$ cat src/hw/rtl/mcr_pkg.sv
// Shared types, constants and helpers for the midpoint circle rasterizer.
// No dependencies; compiled first.
package mcr_pkg;

  localparam int COORD_WIDTH_DEF  = 12;
  localparam int RADIUS_WIDTH_DEF = 11;
  localparam int PIX_WIDTH        = 14;
  localparam int JOBQ_DEPTH       = 2;
  localparam int PIX_PER_START    = 4;
  localparam int PIX_PER_STEP     = 8;
  localparam int IDX_W            = $clog2(PIX_PER_STEP);

  typedef enum logic [0:0] {
    OP_START = 1'b0,
    OP_STEP  = 1'b1
  } op_t;

  typedef struct packed {
    logic swap;
    logic neg_row;
    logic neg_col;
  } mirror_t;

  // Octant selection for pixel idx of a step or start item.
  function automatic mirror_t mirror_sel(logic is_start, logic [IDX_W-1:0] idx);
    logic [IDX_W-1:0] k;
    mirror_t m;
    k = idx;
    if (is_start) begin
      case (idx)
        IDX_W'(0): k = IDX_W'(0);
        IDX_W'(1): k = IDX_W'(2);
        IDX_W'(2): k = IDX_W'(4);
        default:   k = IDX_W'(5);
      endcase
    end
    m.swap    = k[2];
    m.neg_row = k[1];
    m.neg_col = k[0];
    return m;
  endfunction

endpackage

$ cat src/hw/rtl/mcr_if.sv
// Valid/ready channel interfaces of the circle rasterizer.
// Depends on mcr_pkg.
interface mcr_in_if #(
  parameter int COORD_WIDTH  = mcr_pkg::COORD_WIDTH_DEF,
  parameter int RADIUS_WIDTH = mcr_pkg::RADIUS_WIDTH_DEF
);
  logic                    valid;
  logic                    ready;
  logic                    op;
  logic [COORD_WIDTH-1:0]  center_x;
  logic [COORD_WIDTH-1:0]  center_y;
  logic [RADIUS_WIDTH-1:0] radius;

  modport source (output valid, op, center_x, center_y, radius, input ready);
  modport sink   (input valid, op, center_x, center_y, radius, output ready);
endinterface

interface mcr_out_if;
  import mcr_pkg::*;
  logic                        valid;
  logic                        ready;
  logic signed [PIX_WIDTH-1:0] pixel_x;
  logic signed [PIX_WIDTH-1:0] pixel_y;
  logic                        last_of_item;
  logic                        circle_done;

  modport source (output valid, pixel_x, pixel_y, last_of_item, circle_done, input ready);
  modport sink   (input valid, pixel_x, pixel_y, last_of_item, circle_done, output ready);
endinterface

$ cat src/hw/rtl/midpoint_circle_rasterizer.sv
// Midpoint circle rasterizer, top level: front end, job queue, back end.
// The first pixel of an item passes the job queue, the job register and the output register.
// One pixel per cycle while out_ch.ready allows; a start item emits 4 pixels, a step 8,
// through the single-pixel output port; a step while idle emits nothing.
// Reset (rst_n, synchronous): no circle running, queue and output empty.
module midpoint_circle_rasterizer #(
  parameter int COORD_WIDTH  = mcr_pkg::COORD_WIDTH_DEF,
  parameter int RADIUS_WIDTH = mcr_pkg::RADIUS_WIDTH_DEF
) (
  input logic       clk,
  input logic       rst_n,
  mcr_in_if.sink    in_ch,
  mcr_out_if.source out_ch
);
  import mcr_pkg::*;

  localparam int JOB_W = 2 * COORD_WIDTH + 2 * RADIUS_WIDTH + 2;

  logic             q_push, q_full, q_valid, q_pop;
  logic [JOB_W-1:0] q_din, q_dout;

  mcr_front #(
    .COORD_WIDTH (COORD_WIDTH),
    .RADIUS_WIDTH(RADIUS_WIDTH),
    .JOB_W       (JOB_W)
  ) u_front (
    .clk   (clk),
    .rst_n (rst_n),
    .in_ch (in_ch),
    .q_full(q_full),
    .q_push(q_push),
    .q_job (q_din)
  );

  mcr_job_queue #(
    .WIDTH(JOB_W),
    .DEPTH(JOBQ_DEPTH)
  ) u_queue (
    .clk  (clk),
    .rst_n(rst_n),
    .push (q_push),
    .din  (q_din),
    .full (q_full),
    .valid(q_valid),
    .pop  (q_pop),
    .dout (q_dout)
  );

  mcr_back #(
    .COORD_WIDTH (COORD_WIDTH),
    .RADIUS_WIDTH(RADIUS_WIDTH),
    .JOB_W       (JOB_W)
  ) u_back (
    .clk    (clk),
    .rst_n  (rst_n),
    .q_valid(q_valid),
    .q_job  (q_dout),
    .q_pop  (q_pop),
    .out_ch (out_ch)
  );

endmodule

$ cat src/hw/rtl/mcr_front.sv
// Front end: accepts start/step transfers, runs the midpoint update,
// pushes pixel jobs into the queue. Depends on mcr_pkg, mcr_if.
module mcr_front #(
  parameter int COORD_WIDTH  = mcr_pkg::COORD_WIDTH_DEF,
  parameter int RADIUS_WIDTH = mcr_pkg::RADIUS_WIDTH_DEF,
  parameter int JOB_W        = 2 * COORD_WIDTH + 2 * RADIUS_WIDTH + 2
) (
  input  logic             clk,
  input  logic             rst_n,
  mcr_in_if.sink           in_ch,
  input  logic             q_full,
  output logic             q_push,
  output logic [JOB_W-1:0] q_job
);
  import mcr_pkg::*;

  localparam int RW = RADIUS_WIDTH;
  localparam int TW = RADIUS_WIDTH + 2;
  localparam int DW = RADIUS_WIDTH + 3;

  typedef struct packed {
    logic [COORD_WIDTH-1:0] cx;
    logic [COORD_WIDTH-1:0] cy;
    logic [RW-1:0]          ox;
    logic [RW-1:0]          oy;
    logic                   is_start;
    logic                   done;
  } job_t;

  logic [COORD_WIDTH-1:0] centre_col_r, centre_row_r;
  logic [RW-1:0]          offset_x_r, offset_y_r, offset_x_nxt, offset_y_nxt;
  logic signed [DW-1:0]   decision_r, decision_nxt, dec_mid;
  logic signed [TW-1:0]   step_x_r, step_y_r, step_x_nxt, step_y_nxt;
  logic                   running_r, running_nxt;
  logic                   accept, is_step, dec_ge, step_done;
  job_t                   job;

  assign in_ch.ready = !q_full;
  assign accept      = in_ch.valid && !q_full;
  assign is_step     = (in_ch.op == OP_STEP);

  // one midpoint iteration
  assign dec_ge       = !decision_r[DW-1];
  assign offset_y_nxt = dec_ge ? offset_y_r - RW'(1) : offset_y_r;
  assign step_y_nxt   = dec_ge ? step_y_r + TW'(2) : step_y_r;
  assign dec_mid      = dec_ge ? decision_r + DW'(step_y_nxt) : decision_r;
  assign offset_x_nxt = offset_x_r + RW'(1);
  assign step_x_nxt   = step_x_r + TW'(2);
  assign decision_nxt = dec_mid + DW'(step_x_nxt) + DW'(1);
  assign step_done    = !(offset_x_nxt < offset_y_nxt);
  assign running_nxt  = (in_ch.radius != '0);

  always_comb begin
    job    = '0;
    q_push = 1'b0;
    if (accept) begin
      if (!is_step) begin
        q_push       = 1'b1;
        job.cx       = in_ch.center_x;
        job.cy       = in_ch.center_y;
        job.ox       = '0;
        job.oy       = in_ch.radius;
        job.is_start = 1'b1;
        job.done     = !running_nxt;
      end else if (running_r) begin
        q_push       = 1'b1;
        job.cx       = centre_col_r;
        job.cy       = centre_row_r;
        job.ox       = offset_x_nxt;
        job.oy       = offset_y_nxt;
        job.is_start = 1'b0;
        job.done     = step_done;
      end
    end
  end

  assign q_job = job;

  always_ff @(posedge clk) begin
    if (!rst_n) begin
      centre_col_r <= '0;
      centre_row_r <= '0;
      offset_x_r   <= '0;
      offset_y_r   <= '0;
      decision_r   <= '0;
      step_x_r     <= '0;
      step_y_r     <= '0;
      running_r    <= 1'b0;
    end else if (accept) begin
      if (!is_step) begin
        centre_col_r <= in_ch.center_x;
        centre_row_r <= in_ch.center_y;
        offset_x_r   <= '0;
        offset_y_r   <= in_ch.radius;
        decision_r   <= DW'(1) - DW'(in_ch.radius);
        step_x_r     <= '0;
        step_y_r     <= TW'(0) - TW'({in_ch.radius, 1'b0});
        running_r    <= running_nxt;
      end else if (running_r) begin
        offset_x_r <= offset_x_nxt;
        offset_y_r <= offset_y_nxt;
        decision_r <= decision_nxt;
        step_x_r   <= step_x_nxt;
        step_y_r   <= step_y_nxt;
        running_r  <= !step_done;
      end
    end
  end

endmodule

$ cat src/hw/rtl/mcr_job_queue.sv
// Small register FIFO of pixel jobs between front and back end.
// Depends on mcr_pkg.
module mcr_job_queue #(
  parameter int WIDTH = 8,
  parameter int DEPTH = mcr_pkg::JOBQ_DEPTH
) (
  input  logic             clk,
  input  logic             rst_n,
  input  logic             push,
  input  logic [WIDTH-1:0] din,
  output logic             full,
  output logic             valid,
  input  logic             pop,
  output logic [WIDTH-1:0] dout
);
  import mcr_pkg::*;

  localparam int PW = (DEPTH > 1) ? $clog2(DEPTH) : 1;
  localparam int CW = $clog2(DEPTH + 1);

  logic [WIDTH-1:0] mem_r [DEPTH];
  logic [PW-1:0]    wr_ptr_r, rd_ptr_r;
  logic [CW-1:0]    count_r;
  logic             do_push, do_pop;

  assign full    = (count_r == CW'(DEPTH));
  assign valid   = (count_r != '0);
  assign dout    = mem_r[rd_ptr_r];
  assign do_push = push && !full;
  assign do_pop  = pop && valid;

  always_ff @(posedge clk) begin
    if (do_push) begin
      mem_r[wr_ptr_r] <= din;
    end
  end

  always_ff @(posedge clk) begin
    if (!rst_n) begin
      wr_ptr_r <= '0;
      rd_ptr_r <= '0;
      count_r  <= '0;
    end else begin
      if (do_push) begin
        wr_ptr_r <= (wr_ptr_r == PW'(DEPTH - 1)) ? '0 : wr_ptr_r + PW'(1);
      end
      if (do_pop) begin
        rd_ptr_r <= (rd_ptr_r == PW'(DEPTH - 1)) ? '0 : rd_ptr_r + PW'(1);
      end
      if (do_push && !do_pop) begin
        count_r <= count_r + CW'(1);
      end else if (do_pop && !do_push) begin
        count_r <= count_r - CW'(1);
      end
    end
  end

  a_no_push_full: assert property (@(posedge clk) disable iff (!rst_n) push |-> !full)
    else $error("job pushed into full queue");
  a_no_pop_empty: assert property (@(posedge clk) disable iff (!rst_n) pop |-> valid)
    else $error("job popped from empty queue");
  a_count_range: assert property (@(posedge clk) disable iff (!rst_n)
    count_r <= CW'(DEPTH))
    else $error("queue count out of range");
  a_ptr_gap: assert property (@(posedge clk) disable iff (!rst_n)
    (count_r == '0) |-> (wr_ptr_r == rd_ptr_r))
    else $error("queue pointers disagree with empty count");

endmodule

$ cat src/hw/rtl/mcr_back.sv
// Back end: expands each job into its mirrored pixels, one per cycle while out_ch.ready allows,
// through a registered output stage. Depends on mcr_pkg, mcr_if.
module mcr_back #(
  parameter int COORD_WIDTH  = mcr_pkg::COORD_WIDTH_DEF,
  parameter int RADIUS_WIDTH = mcr_pkg::RADIUS_WIDTH_DEF,
  parameter int JOB_W        = 2 * COORD_WIDTH + 2 * RADIUS_WIDTH + 2
) (
  input  logic             clk,
  input  logic             rst_n,
  input  logic             q_valid,
  input  logic [JOB_W-1:0] q_job,
  output logic             q_pop,
  mcr_out_if.source        out_ch
);
  import mcr_pkg::*;

  localparam int RW = RADIUS_WIDTH;

  typedef struct packed {
    logic [COORD_WIDTH-1:0] cx;
    logic [COORD_WIDTH-1:0] cy;
    logic [RW-1:0]          ox;
    logic [RW-1:0]          oy;
    logic                   is_start;
    logic                   done;
  } job_t;

  job_t                        job_r;
  logic                        busy_r;
  logic [IDX_W-1:0]            idx_r;
  logic                        out_valid_r;
  logic signed [PIX_WIDTH-1:0] pixel_x_r, pixel_y_r;
  logic                        last_r, done_r;

  logic                        adv, last_pix;
  mirror_t                     m;
  logic [PIX_WIDTH-1:0]        cx_w, cy_w, a_w, b_w, px, py;

  assign adv      = busy_r && (!out_valid_r || out_ch.ready);
  assign last_pix = job_r.is_start ? (idx_r == IDX_W'(PIX_PER_START - 1))
                                   : (idx_r == IDX_W'(PIX_PER_STEP - 1));
  assign q_pop    = q_valid && (!busy_r || (adv && last_pix));

  assign m    = mirror_sel(job_r.is_start, idx_r);
  assign cx_w = PIX_WIDTH'(job_r.cx);
  assign cy_w = PIX_WIDTH'(job_r.cy);
  assign a_w  = m.swap ? PIX_WIDTH'(job_r.oy) : PIX_WIDTH'(job_r.ox);
  assign b_w  = m.swap ? PIX_WIDTH'(job_r.ox) : PIX_WIDTH'(job_r.oy);
  assign px   = m.neg_col ? cx_w - a_w : cx_w + a_w;
  assign py   = m.neg_row ? cy_w - b_w : cy_w + b_w;

  always_ff @(posedge clk) begin
    if (!rst_n) begin
      busy_r      <= 1'b0;
      idx_r       <= '0;
      out_valid_r <= 1'b0;
    end else begin
      if (q_pop) begin
        busy_r <= 1'b1;
        idx_r  <= '0;
      end else if (adv) begin
        if (last_pix) begin
          busy_r <= 1'b0;
        end
        idx_r <= idx_r + IDX_W'(1);
      end
      if (adv) begin
        out_valid_r <= 1'b1;
      end else if (out_ch.ready) begin
        out_valid_r <= 1'b0;
      end
    end
  end

  always_ff @(posedge clk) begin
    if (q_pop) begin
      job_r <= job_t'(q_job);
    end
    if (adv) begin
      pixel_x_r <= $signed(px);
      pixel_y_r <= $signed(py);
      last_r    <= last_pix;
      done_r    <= last_pix && job_r.done;
    end
  end

  assign out_ch.valid        = out_valid_r;
  assign out_ch.pixel_x      = pixel_x_r;
  assign out_ch.pixel_y      = pixel_y_r;
  assign out_ch.last_of_item = last_r;
  assign out_ch.circle_done  = done_r;

endmodule

$ cat src/flat_wrapper.sv
// flat-port wrapper written by rule: the top's interface ports become plain ports
module midpoint_circle_rasterizer_flat import mcr_pkg::*;
#(
  parameter int COORD_WIDTH  = mcr_pkg::COORD_WIDTH_DEF,
  parameter int RADIUS_WIDTH = mcr_pkg::RADIUS_WIDTH_DEF
)
  (clk, rst_n, in_ch_valid, in_ch_op, in_ch_center_x, in_ch_center_y, in_ch_radius, in_ch_ready, out_ch_valid, out_ch_pixel_x, out_ch_pixel_y, out_ch_last_of_item, out_ch_circle_done, out_ch_ready);
  mcr_in_if #(.COORD_WIDTH(COORD_WIDTH), .RADIUS_WIDTH(RADIUS_WIDTH)) in_ch_i ();
  mcr_out_if out_ch_i ();
  input logic clk;
  input logic rst_n;
  input wire logic [$bits(in_ch_i.valid)-1:0] in_ch_valid;
  input wire logic [$bits(in_ch_i.op)-1:0] in_ch_op;
  input wire logic [$bits(in_ch_i.center_x)-1:0] in_ch_center_x;
  input wire logic [$bits(in_ch_i.center_y)-1:0] in_ch_center_y;
  input wire logic [$bits(in_ch_i.radius)-1:0] in_ch_radius;
  output wire logic [$bits(in_ch_i.ready)-1:0] in_ch_ready;
  output wire logic [$bits(out_ch_i.valid)-1:0] out_ch_valid;
  output wire logic [$bits(out_ch_i.pixel_x)-1:0] out_ch_pixel_x;
  output wire logic [$bits(out_ch_i.pixel_y)-1:0] out_ch_pixel_y;
  output wire logic [$bits(out_ch_i.last_of_item)-1:0] out_ch_last_of_item;
  output wire logic [$bits(out_ch_i.circle_done)-1:0] out_ch_circle_done;
  input wire logic [$bits(out_ch_i.ready)-1:0] out_ch_ready;
  assign in_ch_i.valid = in_ch_valid;
  assign in_ch_i.op = in_ch_op;
  assign in_ch_i.center_x = in_ch_center_x;
  assign in_ch_i.center_y = in_ch_center_y;
  assign in_ch_i.radius = in_ch_radius;
  assign in_ch_ready = in_ch_i.ready;
  assign out_ch_valid = out_ch_i.valid;
  assign out_ch_pixel_x = out_ch_i.pixel_x;
  assign out_ch_pixel_y = out_ch_i.pixel_y;
  assign out_ch_last_of_item = out_ch_i.last_of_item;
  assign out_ch_circle_done = out_ch_i.circle_done;
  assign out_ch_i.ready = out_ch_ready;
  midpoint_circle_rasterizer #(.COORD_WIDTH(COORD_WIDTH), .RADIUS_WIDTH(RADIUS_WIDTH)) u_core (.clk(clk), .rst_n(rst_n), .in_ch(in_ch_i), .out_ch(out_ch_i));
endmodule
$ cat config.mk
export PLATFORM = sky130hd
export DESIGN_NAME = midpoint_circle_rasterizer_flat
export DESIGN_NICKNAME = d
export VERILOG_FILES = /design/src/hw/rtl/mcr_pkg.sv /design/src/hw/rtl/mcr_if.sv /design/src/hw/rtl/midpoint_circle_rasterizer.sv /design/src/hw/rtl/mcr_front.sv /design/src/hw/rtl/mcr_job_queue.sv /design/src/hw/rtl/mcr_back.sv /design/src/flat_wrapper.sv
export SDC_FILE = /design/constraint.sdc
export NUM_CORES = 1
export LEC_CHECK = 0
export ABC_CLOCK_PERIOD_IN_PS = 9500
export BUFFER_PORTS_ARGS = -buffer_cell sky130_fd_sc_hd__buf_2
export CORE_UTILIZATION = 50
export CTS_CLUSTER_DIAMETER = 80
export CTS_CLUSTER_SIZE = 10
export DETAILED_ROUTE_END_ITERATION = 7
export PLACE_DENSITY_LB_ADDON = 0.3
export SLEW_MARGIN = 0
export SYNTH_ARGS = -nofsm -noshare
export SYNTH_HDL_FRONTEND = slang
export SYNTH_SLANG_ARGS = --single-unit
$ cat constraint.sdc
create_clock -name clk -period 9.5 [get_ports clk]
set_input_delay 0.475 -clock clk [delete_from_list [all_inputs] [get_ports clk]]
set_output_delay 0.475 -clock clk [all_outputs]
set_load 0.03 [all_outputs]
# Yosys cells after proc, flatten, opt, wreduce, memory -nomap -nowiden
# Memory sizes are Yosys's and may differ from the RTL's. A register that Yosys moved wholly into a read port is not among the register bits.
# Index checks and enable logic that the tools add are counted.
[totals]
ff_bits = 126
latchBits = 0
ram_bits = 96
mem_bits_ro = 0
inputBits = 40
output_inout_bits = 32
mem_count = 1
[op_classes]
addsub = 18
n_mul = 0
div_mod_pow = 0
n_lt_le_gt_ge = 1
eq_ne = 6
shifts = 0
muxes = 39
n_bitwise = 2
reduce_logical = 29
[memory_table]
columns = ["memory", "words", "width", "rd", "rd_ports_with_merged_regs", "write_ports", "line", "text"]
rows = [
  ["u_core.u_queue.mem_r", 2, 48, 1, 1, 1, "mcr_job_queue.sv:21", "logic [WIDTH-1:0] mem_r [DEPTH];"],
]
[ops]
columns = ["operator", "n"]
rows = [
  ["$mux 48", 3],
  ["$mux 11", 7],
  ["$mux 14", 5],
  ["$mux 13", 5],
  ["$add 14x13->14", 2],
  ["$add 12x11->13", 2],
  ["$add 13x3->13 const B", 2],
  ["$sub 12x11->13", 2],
  ["$mux 1", 15],
  ["$add 14x2->14 const B", 1],
  ["$sub 1x12->13 const A", 1],
  ["$sub 1x11->12 const A", 1],
  ["$add 11x1->11 const B", 1],
  ["$lt 11x11->1", 1],
  ["$reduce_bool 11->1", 1],
  ["$sub 11x1->11 const B", 1],
  ["$reduce_bool 2->1", 5],
  ["$logic_and 1x1->1", 9],
  ["$pmux 3 s3", 1],
  ["$logic_not 1->1", 7],
  ["$eq 3x2->1 const B", 2],
  ["$reduce_and 2->1", 3],
  ["$mux 2", 2],
  ["$add 3x1->3 const B", 1],
  ["12 further kinds", 15],
]

# Longest topological paths before layout
# Gate-level depths: netlist (run 1).
[logic_depth]
ltp_word = 10
mapped_depth = 20
depth_no_buf = 19

# By module
# From an unflattened synthesis (run 1), not the netlist that was laid out.
[unflattened]
hier_cells = 1475
area_unflattened_um2 = 15318.4
[modules_own_cells]
columns = ["module", "n_inst", "cells_per_inst", "area_per_inst_um2", "seq_area_each_um2"]
rows = [
  ["mcr_front", 1, 846, 6439.9, 1701.6],
  ["mcr_back", 1, 455, 5181.2, 2442.3],
  ["mcr_job_queue", 1, 174, 3697.3, 2982.9],
]

# Worst setup path after synthesis (run 1)
# Ideal clock, no wire load.
[synth_path]
path_kind = "reg-to-reg"
startpoint = "register u_core.u_queue.count_r[0]"
endpoint = "memory u_core.u_queue.mem_r[0][0] (netlist name) (enable)"
setup_ns = 0.454
t_arrival_ns = 3.442
required_time_ns = 9.046
path_slack_ns = 5.604
path_stages_with_launch = 6
synth_period_minus_slack_ns = 3.896
path_cell_list = "dfxtp_1 nand2b_1 and2_0 o21ai_1 clkbuf_1 nor2_1"
[synth_via]
elab_chain_cells = 7
[synth_rtl]
columns = ["element", "line", "text"]
rows = [
  ["start: declaration", "mcr_job_queue.sv:23", "logic [CW-1:0] count_r;"],
  ["start signal: assignment", "mcr_job_queue.sv:51", "count_r <= count_r + CW'(1);"],
  ["start signal: assignment", "mcr_job_queue.sv:53", "count_r <= count_r - CW'(1);"],
  ["$eq 2x2->1 *", "mcr_job_queue.sv:26", "assign full = (count_r == CW'(DEPTH));"],
  ["$logic_not 1->1 *", "-", ""],
  ["named net in_ch_ready", "flat_wrapper.sv:17", "output wire logic [$bits(in_ch_i.ready)-1:0] in_ch_ready;"],
  ["$logic_and 1x1->1", "mcr_front.sv:39", "assign accept = in_ch.valid && !q_full;"],
  ["$mux 1", "mcr_front.sv:56", "if (accept) begin"],
  ["$logic_and 1x1->1 *", "mcr_job_queue.sv:29", "assign do_push = push && !full;"],
  ["$mux 1 *", "mcr_job_queue.sv:33", "if (do_push) begin"],
  ["$mux 1 (not written as such) *", "mcr_job_queue.sv:34", "mem_r[wr_ptr_r] <= din;"],
  ["end: declaration", "mcr_job_queue.sv:21", ""],
]
# Mark *: on every way through the listed nets, which the timed path passes. The rest lies on a longest branch.

# Worst setup path in the final report (run 1)
[layout_path]
startpoint = "register u_core.u_front.decision_r[13]"
endpoint = "register u_core.u_front.decision_r[13]"
[layout_via]
elab_chain_cells = 7
[layout_rtl]
columns = ["element", "line", "text"]
rows = [
  ["start: declaration", "mcr_front.sv:32", "logic signed [DW-1:0] decision_r, decision_nxt, dec_mid;"],
  ["start signal: assignment", "mcr_front.sv:95", "decision_r <= DW'(1) - DW'(in_ch.radius);"],
  ["start signal: assignment", "mcr_front.sv:102", "decision_r <= decision_nxt;"],
  ["$mux 13", "mcr_front.sv:45", "assign step_y_nxt = dec_ge ? step_y_r + TW'(2) : step_y_r;"],
  ["$add 14x13->14", "mcr_front.sv:46", "assign dec_mid = dec_ge ? decision_r + DW'(step_y_nxt) : decision_r;"],
  ["$mux 14 *", "mcr_front.sv:46", ""],
  ["$add 14x13->14 *", "mcr_front.sv:49", "assign decision_nxt = dec_mid + DW'(step_x_nxt) + DW'(1);"],
  ["$add 14x2->14 *", "mcr_front.sv:49", ""],
  ["$mux 14 *", "mcr_front.sv:99", "end else if (running_r) begin"],
  ["$mux 14 *", "mcr_front.sv:90", "if (!is_step) begin"],
]
# Every way passes the cells marked *; elsewhere a longest branch is shown, timed or not. The select of a mux whose other input is x is not followed.
# A chain may end at the register's enable or synchronous reset.

==> results of run 1 <==
==> flip-flops by register name (all words and copies together), names as in the netlist, 3 cells and up <==
name                          cells
u_core.u_back.cx_w               12
u_core.u_back.cy_w               12
u_core.u_back.idx_r               3
u_core.u_back.job_r              24
u_core.u_back.out_ch.pixel_x     14
u_core.u_back.out_ch.pixel_y     14
u_core.u_front.centre_col_r      12
u_core.u_front.centre_row_r      12
u_core.u_front.decision_r        14
u_core.u_front.offset_x_r        11
u_core.u_front.offset_y_r        11
u_core.u_front.step_x_r          12
u_core.u_front.step_y_r          12
u_core.u_queue.mem_r             96
==> power by group <==
| part | leakage, nW | switching (mW) | internal (mW) |
|---|---|---|---|
| Sequential | 2.41 | 0.122 | 1.59 |
| Clock | 0.426 | 0.449 | 0.609 |
| Combinational | 3.57 | 1.05 | 0.676 |
| Total | 6.41 | 1.62 | 2.87 |
==> cell usage after synthesis, types with 11 or more instances <==
cell type / n / area, sq um
a21o_1: 17 / 128
nand2_1: 166 / 623
nor2b_1: 11 / 68.8
edfxtp_1: 174 / 5230
dfxtp_1: 94 / 1880
ha_1: 93 / 1160
nand3_1: 27 / 135
nor3_1: 35 / 175
xor2_1: 37 / 324
xnor2_1: 64 / 561
nor2_1: 126 / 473
mux2_2: 75 / 845
a211oi_1: 20 / 150
inv_1: 65 / 244
o21ai_0: 73 / 365
and2_1: 12 / 75.1
a21oi_1: 108 / 541
clkbuf_1: 48 / 180
==> area by class of cell <==
type | instances | area [sq um] | share of cell area [%]
inverters | 67 | 251 | 1.55
clock inverters | 4 | 27.5 | 0.170
repair buffers | 84 | 453 | 2.80
multi-input cells | 1027 | 7000 | 43.3
flip-flops and latches | 268 | 7110 | 43.9
clock buffers | 54 | 862 | 5.33
well taps | 384 | 480 | 2.97
==> layout by cell type, fill, tap and decap left out, types with 35 or more instances in the layout <==
master	synthesis	final
edfxtp_1	174	174
xnor2_1	64	64
nor3_1	35	35
nand2_1	166	166
xor2_1	37	37
o21ai_0	73	73
inv_1	65	63
mux2_2	75	75
a21oi_1	108	107
dfxtp_1	94	93
buf_2	3	71
nor2_1	126	124
ha_1	93	93
==> path summary, 6_finish.rpt <==
kind         depth (start not counted)                             end                      startpoint  slack (ns)
min reg2reg                          2  u_core.u_front.centre_col_r[2]  u_core.u_front.centre_col_r[2]        0.45
min                                  3  u_core.u_front.centre_row_r[5]               in_ch_center_y[5]        0.19
max                                 20   u_core.u_front.decision_r[13]   u_core.u_front.decision_r[13]        5.37
max reg2reg                         20   u_core.u_front.decision_r[13]   u_core.u_front.decision_r[13]        5.37
==> kinds of logic after synthesis <==
logic type      Yosys count  synth area share (%)
mux                      82                  6.29
simple gates            433                  13.3
flops                   268                  48.8
buf+inv                 126                  3.28
compound gates          312                  13.4
xor+xnor                101                  6.08
fa+ha+maj                99                  8.82
==> per-layer routing <==
layer	vias up	GRT usage (%)	wire (microns)
li1	5221	-	-
met1	4974	29.1	15100
met2	231	34.6	14500
met3	56	2.57	1310
met4	0	6.58	836
met5	-	0	0
==> worst reg2reg max path: stages (launching register included) <==
cell and delay, ns:
dfxtp_1 0.29, buf_4 0.22, inv_1 0.35, and3_1 0.30
nand2_1 0.09, xnor2_1 0.26, ha_1 0.31, o21ai_0 0.13
o21ai_0 0.17, a31oi_1 0.30, o21bai_1 0.09, a21oi_1 0.17
xor2_1 0.16, o21ai_0 0.12, ha_1 0.33, o21a_1 0.18
nor2_1 0.12, a21o_1 0.12, nor2_1 0.05, o21ai_0 0.16
nand3_1 0.08
==> results_tabular.tex, run 1 <==
\begin{tabular}{lr}
\hline
Metric & Value \\
\hline
\multicolumn{2}{l}{\textbf{Outcome}} \\
Run status & finished, final reports clean \\
\multicolumn{2}{l}{\textbf{CTS}} \\
Source-to-sink clock delay at the later pin of the worst-skew pair & 0.56 ns \\
Htree depth & 1 \\
Count of cells resized by post-cts repair & 0 \\
Buffer cell driving the clock tree root & clkbuf\_16 \\
Clock sink count & 268 \\
Num CTS Buffers & 31 \\
CTS tree & done \\
Maximum root-to-sink buffer count & 3 \\
Hold Buf Count CTS & 0 \\
Post CTS Setup Buffer Count & 0 \\
Clock transition at path regs & 0.05 ns \\
\multicolumn{2}{l}{\textbf{Synthesis}} \\
Synth Instances & between 1000 and 1500 \\
Total number of yosys warnings & 0 \\
Mapped Nets & 1560 \\
Syn avg cell area & approximately 10 sq um \\
Sequential element share of the synthesized area & 48.8\% \\
Flip-flop and latch count after synthesis & 268 \\
Fraction of registers with async set or reset after synthesis & 0\% \\
Combined area of all synthesized cells & 14600 sq um \\
Main flop type after synthesis & edfxtp\_1 \\
Post-synthesis cell type count & roughly 70 \\
Number of enable flip-flop cells after synthesis & $\sim$170 \\
\multicolumn{2}{l}{\textbf{Critical path}} \\
Type of destination of the critical path & flip-flop \\
Most repeated library cell on the critical path & o21ai\_0 \\
Req. time, crit path & 9.94 ns \\
Delay of the slowest cell on the worst path & 0.34 ns \\
Maximum fanout count along the critical path & 31 \\
List of cells traversed by the critical path & buf\_4, inv\_1, and3\_1, nand2\_1, xnor2\_1, ha\_1, o21ai\_0, o21ai\_0, a31oi\_1, o21bai\_1, a21oi\_1, xor2\_1, o21ai\_0, ha\_1, o21a\_1, nor2\_1, a21o\_1, nor2\_1, o21ai\_0, nand3\_1 \\
Arrival time at the worst endpoint & 4.57 ns \\
Critical path buffer and inverter count & 2 \\
Path type of the worst setup path & flip-flop to flip-flop \\
Max stage delay cell, worst path & inv\_1 \\
CP startpoint kind & flip-flop \\
Family with the most delay on the worst path & compound AO/OA/AOI/OAI gates \\
\multicolumn{2}{l}{\textbf{Layout}} \\
Summed area of non-filler cells in the final layout & 16200 sq um \\
Count of non-filler cells in the finished layout & 1888 \\
Antenna diodes & 0 \\
Fraction of the core area covered by cells at the end of the flow & $\sim$56\% \\
Number of fill cells in the layout & 2488 \\
Number of nets in the layout & 1618 \\
Area overhead of the layout relative to synthesis & 11.2\% \\
Share of cells above drive strength 1 & 14.4\% \\
\multicolumn{2}{l}{\textbf{STA}} \\
Worst path setup slack after routing & 5.37 ns \\
Setup repair after global routing missed its margin & no \\
Shortest clock period the worst path allows after layout & 4.13 ns \\
Final number of max-transition violations & 0 \\
Post-Route Skew & approximately 0.013 ns \\
Maximum frequency from static timing analysis & 242 MHz \\
Worst slew pin tran & about 0.94 ns \\
Ratio of final minimum period to clock period & 43.4\% \\
Final setup viols & 0 \\
Worst hold margin & approximately 0.19 ns \\
Worst slew slack as a fraction of its limit & 36.9\% \\
Setup tns final & 0 ns \\
Number of hold-slack violations in the final timing report & 0 \\
\multicolumn{2}{l}{\textbf{Routing}} \\
Router iterations before antenna repair & 5 \\
Wire length reported by the detailed router & 31800 microns \\
Iter 0 DRT Violations & about 760 \\
Count of unresolved DRC violations after routing & 0 \\
Via density & 5.55 \\
Count of antenna-violating nets left after detailed routing & 0 \\
Vias & around 10000 \\
Detail-routed net length per standard cell & 16.8 microns \\
\multicolumn{2}{l}{\textbf{Power}} \\
PD cells & 278 nW/um\^{}2 \\
Leakage power summed over all cells & 6.41 nW \\
Design Power & 4.49 mW \\
Peak supply drop & 0.188 mV \\
\multicolumn{2}{l}{\textbf{Die}} \\
Ports & 72 \\
Floorplan core area & around 29000 sq um \\
DIE AREA & 29800 sq um \\
Starting density of the core & 50.7\% \\
Die W & 173 microns \\
Y dimension of the die & 173 microns \\
Standard-cell rows & 62 \\
\multicolumn{2}{l}{\textbf{Placement}} \\
Weighted congestion at the end of routability-driven global placement & around 0.9 \\
Port Buffers & 71 \\
Standard cell area after detailed placement & 15300 sq um \\
Worst-case setup slack after placement & between 5 and 6 ns \\
Inst Count DP & 1830 \\
DP Wirelength & between 20000 and 25000 microns \\
\multicolumn{2}{l}{\textbf{GRT}} \\
Wire length of the first global-routing pass & 50900 microns \\
Antenna violations before repair & 0 \\
Largest net degree at the start of global routing & 63 \\
Vias in the first global route & 9843 \\
Total GRT Usage & 21.1\% \\
Total grt overflow & 0 \\
\multicolumn{2}{l}{\textbf{Worst hold path}} \\
Path type of the worst min-delay path & input pin to flip-flop \\
\multicolumn{2}{l}{\textbf{Job}} \\
Count of maximum capacitance violations & 0 \\
\hline
\end{tabular}
Note: power is estimated with default switching activity, not from simulation.
==> inputs of run 2 (changes only) <==
--- a/config.mk
+++ b/config.mk
@@ -5,7 +5,7 @@
 export SDC_FILE = /design/constraint.sdc
 export NUM_CORES = 1
 export LEC_CHECK = 0
-export ABC_CLOCK_PERIOD_IN_PS = 9500
+export ABC_CLOCK_PERIOD_IN_PS = 4200
 export BUFFER_PORTS_ARGS = -buffer_cell sky130_fd_sc_hd__buf_2
 export CORE_UTILIZATION = 50
 export CTS_CLUSTER_DIAMETER = 80
==> constraint.sdc (replaced) <==
create_clock -name clk -period 4.2 [get_ports clk]
set_input_delay 0.21 -clock clk [delete_from_list [all_inputs] [get_ports clk]]
set_output_delay 0.21 -clock clk [all_outputs]
set_load 0.03 [all_outputs]
==> run 2 against run 1 <==
  * Worst setup slack lost 5.1 ns
  * Sequential share of layout area shrank 0.72 points
  * Critical path type unchanged
  * Fmax grew 4.5%
  * Design area grew 1.7%
  * Sequential cell count is the same
==> results_tabular.tex, run 2 (synthesis gave the netlist of run 1 again) <==
\begin{tabular}{lr}
\hline
Metric & Value \\
\hline
\multicolumn{2}{l}{\textbf{CTS}} \\
Htree depth & 1 (unchanged) \\
Maximum root-to-sink buffer count & 3 (unchanged) \\
Clock transition at path regs & 0.06 ns (about the same) \\
Post CTS Setup Buffer Count & 0 (unchanged) \\
Clock sink count & 268 (unchanged) \\
Buffer cell driving the clock tree root & clkbuf\_16 \\
CTS tree & done \\
Num CTS Buffers & 30 (-3.2\%) \\
Source-to-sink clock delay at the later pin of the worst-skew pair & 0.54 ns (-0.02 ns) \\
\multicolumn{2}{l}{\textbf{Die}} \\
Ports & 72 (unchanged) \\
Die W & 173 microns (unchanged) \\
Starting density of the core & 50.7\% (unchanged) \\
Y dimension of the die & 173 microns (unchanged) \\
Floorplan core area & 28700 sq um (unchanged) \\
Standard-cell rows & 62 (unchanged) \\
DIE AREA & 29800 sq um (unchanged) \\
\multicolumn{2}{l}{\textbf{Power}} \\
Peak supply drop & 0.308 mV (+64\%) \\
Part of the total power dissipated in combinational logic & 38.1\% (-0.3 points) \\
Sequential power share & 38.8\% (+0.8 points) \\
Cell Int Power & 6.52 mW (+130\%) \\
Total net switching power & 3.64 mW (+120\%) \\
Switching portion of total power & 35.8\% (-0.27 points) \\
PD cells & 617 nW/um\^{}2 (+120\%) \\
Power share of the clock group & 23.2\% (-0.4 points) \\
Leakage power summed over all cells & 6.52 nW (+1.8\%) \\
\multicolumn{2}{l}{\textbf{Routing}} \\
Count of unresolved DRC violations after routing & 0 (unchanged) \\
Router iterations before antenna repair & 5 (unchanged) \\
Iter 0 DRT Violations & 666 (-13\%) \\
Count of antenna-violating nets left after detailed routing & 0 (unchanged) \\
Via density & 5.54 (-0.18\%) \\
Detail-routed net length per standard cell & 16.9 microns (+0.76\%) \\
Vias & 10600 (+1.1\%) \\
Wire length reported by the detailed router & 32400 microns (+2.1\%) \\
\multicolumn{2}{l}{\textbf{Critical path}} \\
Number of cells on the critical path & 19 (-5.0\%) \\
Req. time, crit path & 4.63 ns (-5.31 ns) \\
CP startpoint kind & flip-flop \\
List of cells traversed by the critical path & ha\_1, and3\_1, nand4\_1, xnor2\_1, ha\_1, nor3\_1, o21ai\_0, a31oi\_1, o21bai\_1, a21oi\_1, xor2\_1, o21ai\_0, ha\_1, o21a\_1, nor2\_1, a21o\_1, nor2\_1, o21ai\_0, nand3\_1 \\
Family with the most delay on the worst path & compound AO/OA/AOI/OAI gates \\
Count of cells along the worst register-to-register path & 19 (-5.0\%) \\
Maximum fanout count along the critical path & 5 (-84\%) \\
Critical path buffer and inverter count & 0 (-2) \\
Path type of the worst setup path & flip-flop to flip-flop \\
Type of destination of the critical path & flip-flop \\
Max stage delay cell, worst path & dfxtp\_1 \\
Reg-to-reg critical path startpoint & u\_core.u\_front.step\_y\_r[1] \\
Arrival time at the worst endpoint & 4.37 ns (-0.20 ns) \\
Minimum setup slack among reg-to-reg paths & 0.25 ns (-5.12 ns) \\
Endpoint of the worst register-to-register path & u\_core.u\_front.decision\_r[13] \\
Delay of the slowest cell on the worst path & 0.41 ns (+0.07 ns) \\
\multicolumn{2}{l}{\textbf{Worst hold path}} \\
Cell depth of the worst hold path & 3 (unchanged) \\
WHS Endpoint & u\_core.u\_front.decision\_r[1] \\
Path type of the worst min-delay path & input pin to flip-flop \\
Hold Startpoint & in\_ch\_radius[1] \\
\multicolumn{2}{l}{\textbf{STA}} \\
Worst path setup slack after routing & 0.254 ns (-5.12 ns) \\
Ratio of final minimum period to clock period & 94.0\% (+51 points) \\
Worst hold margin & 0.0392 ns (-0.150 ns) \\
Setup tns final & 0 ns (unchanged) \\
Worst slew slack as a fraction of its limit & 35.3\% (-1.6 points) \\
Worst slew pin tran & 0.969 ns (+0.0248 ns) \\
Final number of max-transition violations & 0 (unchanged) \\
Post-Route Skew & 0.0144 ns (+0.00122 ns) \\
Setup repair after global routing missed its margin & no \\
Final setup viols & 0 (unchanged) \\
Maximum frequency from static timing analysis & 253 MHz (+4.5\%) \\
Number of hold-slack violations in the final timing report & 0 (unchanged) \\
Shortest clock period the worst path allows after layout & 3.95 ns (-0.179 ns) \\
\multicolumn{2}{l}{\textbf{Placement}} \\
Port Buffers & 71 (unchanged) \\
Inst Count DP & 1834 (+0.22\%) \\
Worst-case setup slack after placement & 0.207 ns (-5.19 ns) \\
Weighted congestion at the end of routability-driven global placement & 0.907 (+2.5\%) \\
DP Wirelength & 22900 microns (+3.6\%) \\
\multicolumn{2}{l}{\textbf{Layout}} \\
Count of non-filler cells in the finished layout & 1913 (+1.3\%) \\
Fraction of the core area covered by cells at the end of the flow & 57.3\% (+0.93 points) \\
Reg with most FFs & u\_core.u\_queue.mem\_r \\
Commonest cells after routing, fill and taps aside & edfxtp\_1, nand2\_1, nor2\_1 \\
Antenna diodes & 0 (unchanged) \\
Number of fill cells in the layout & 2420 (-2.7\%) \\
Share of cells above drive strength 1 & 14.3\% (-0.10 points) \\
Largest registers & u\_core.u\_queue.mem\_r: 96 flops, u\_core.u\_back.job\_r: 24 flops \\
Max reg flops & 96 (unchanged) \\
Most common cell after layout, fill and taps aside & edfxtp\_1 \\
Number of nets in the layout & 1646 (+1.7\%) \\
Area overhead of the layout relative to synthesis & 13.1\% \\
\multicolumn{2}{l}{\textbf{GRT}} \\
Largest net degree at the start of global routing & 58 (-7.9\%) \\
Total grt overflow & 0 (unchanged) \\
Total GRT Usage & 21.5\% (+0.38 points) \\
Antenna violations before repair & 0 (unchanged) \\
Wire length of the first global-routing pass & 51900 microns (+2.0\%) \\
Vias in the first global route & 10000 (+1.8\%) \\
\multicolumn{2}{l}{\textbf{Outcome}} \\
Run status & finished, final reports clean \\
\multicolumn{2}{l}{\textbf{Job}} \\
Count of maximum capacitance violations & 0 (unchanged) \\
\hline
\end{tabular}
## run 2: cell count changes in the layout (fill, tap and decap cells not counted), sizes merged
cell	before	now
inv	66	65
dlygate4sd3	0	25
clkinv	5	2
buf	84	88
## run 2: metal layers
| layer | global-route usage [%] | share of wire, % |
|---|---|---|
| met5 | 0 | 0 |
| met1 | 29.4 | 47 |
| met4 | 5.95 | 2.2 |
| met2 | 36.0 | 47 |
| met3 | 2.33 | 4.2 |
## run 2: cell type report
| type | count | area (sq um) | share of cell area [%] |
|---|---|---|---|
| Multi-Input combinational cell | 1027 | 7010 | 42.6 |
| Sequential cell | 268 | 7110 | 43.2 |
| Inverter | 67 | 251 | 1.53 |
| Tap cell | 384 | 480 | 2.92 |
| Clock buffer | 54 | 872 | 5.30 |
| Timing Repair Buffer | 113 | 733 | 4.46 |
## run 2: through the flow
| step | area (sq um) | power (mW) |
|---|---|---|
| floorplan | 14600 | 6.85 |
| global placement | 15300 | 7.75 |
| detailed placement | 15300 | 7.81 |
| CTS | 16400 | 10.2 |
| global route | 16500 | 10.8 |
| finish | 16500 | 10.2 |
## run 2: power groups by stage
stage	logic, mW	registers (mW)	clock network [mW]
2_1_floorplan	2.72	4.13	0
3_3_place_gp	3.79	3.96	0
3_5_place_dp	3.82	3.99	0
4_1_cts	3.87	3.94	2.40
5_1_grt	4.28	4.00	2.50
6_report	3.87	3.94	2.35
## run 2: what timing repair did
action                                 4_1_cts  5_1_grt
gates resized for setup                      0        2
endpoints found under the hold margin       51        0
hold buffers                                25        0
setup endpoints to repair                    0        3
## run 2: worst max-delay path by stage
stage | from | endpoint | slack (ns)
3_5_place_dp | u_core.u_front.step_y_r[1] | u_core.u_front.decision_r[13] | 0.21
4_1_cts | u_core.u_front.step_y_r[1] | u_core.u_front.decision_r[13] | 0.17
3_3_place_gp | u_core.u_front.step_y_r[1] | u_core.u_front.decision_r[13] | 0.23
2_1_floorplan | u_core.u_queue.count_r[0] | u_core.u_queue.mem_r[0][0] | 0.30
5_1_grt | u_core.u_front.step_y_r[1] | u_core.u_front.decision_r[13] | 0.02
6_report | u_core.u_front.step_y_r[1] | u_core.u_front.decision_r[13] | 0.25
## run 2: tightest hold or removal path: cells and delay by family
| kind | cells | cell delay (ns) |
|---|---|---|
| AO/OA/AOI/OAI | 1 | 0.06 |
| buffers and inverters | 1 | 0.15 |
| AND/OR/NAND/NOR | 1 | 0.10 |
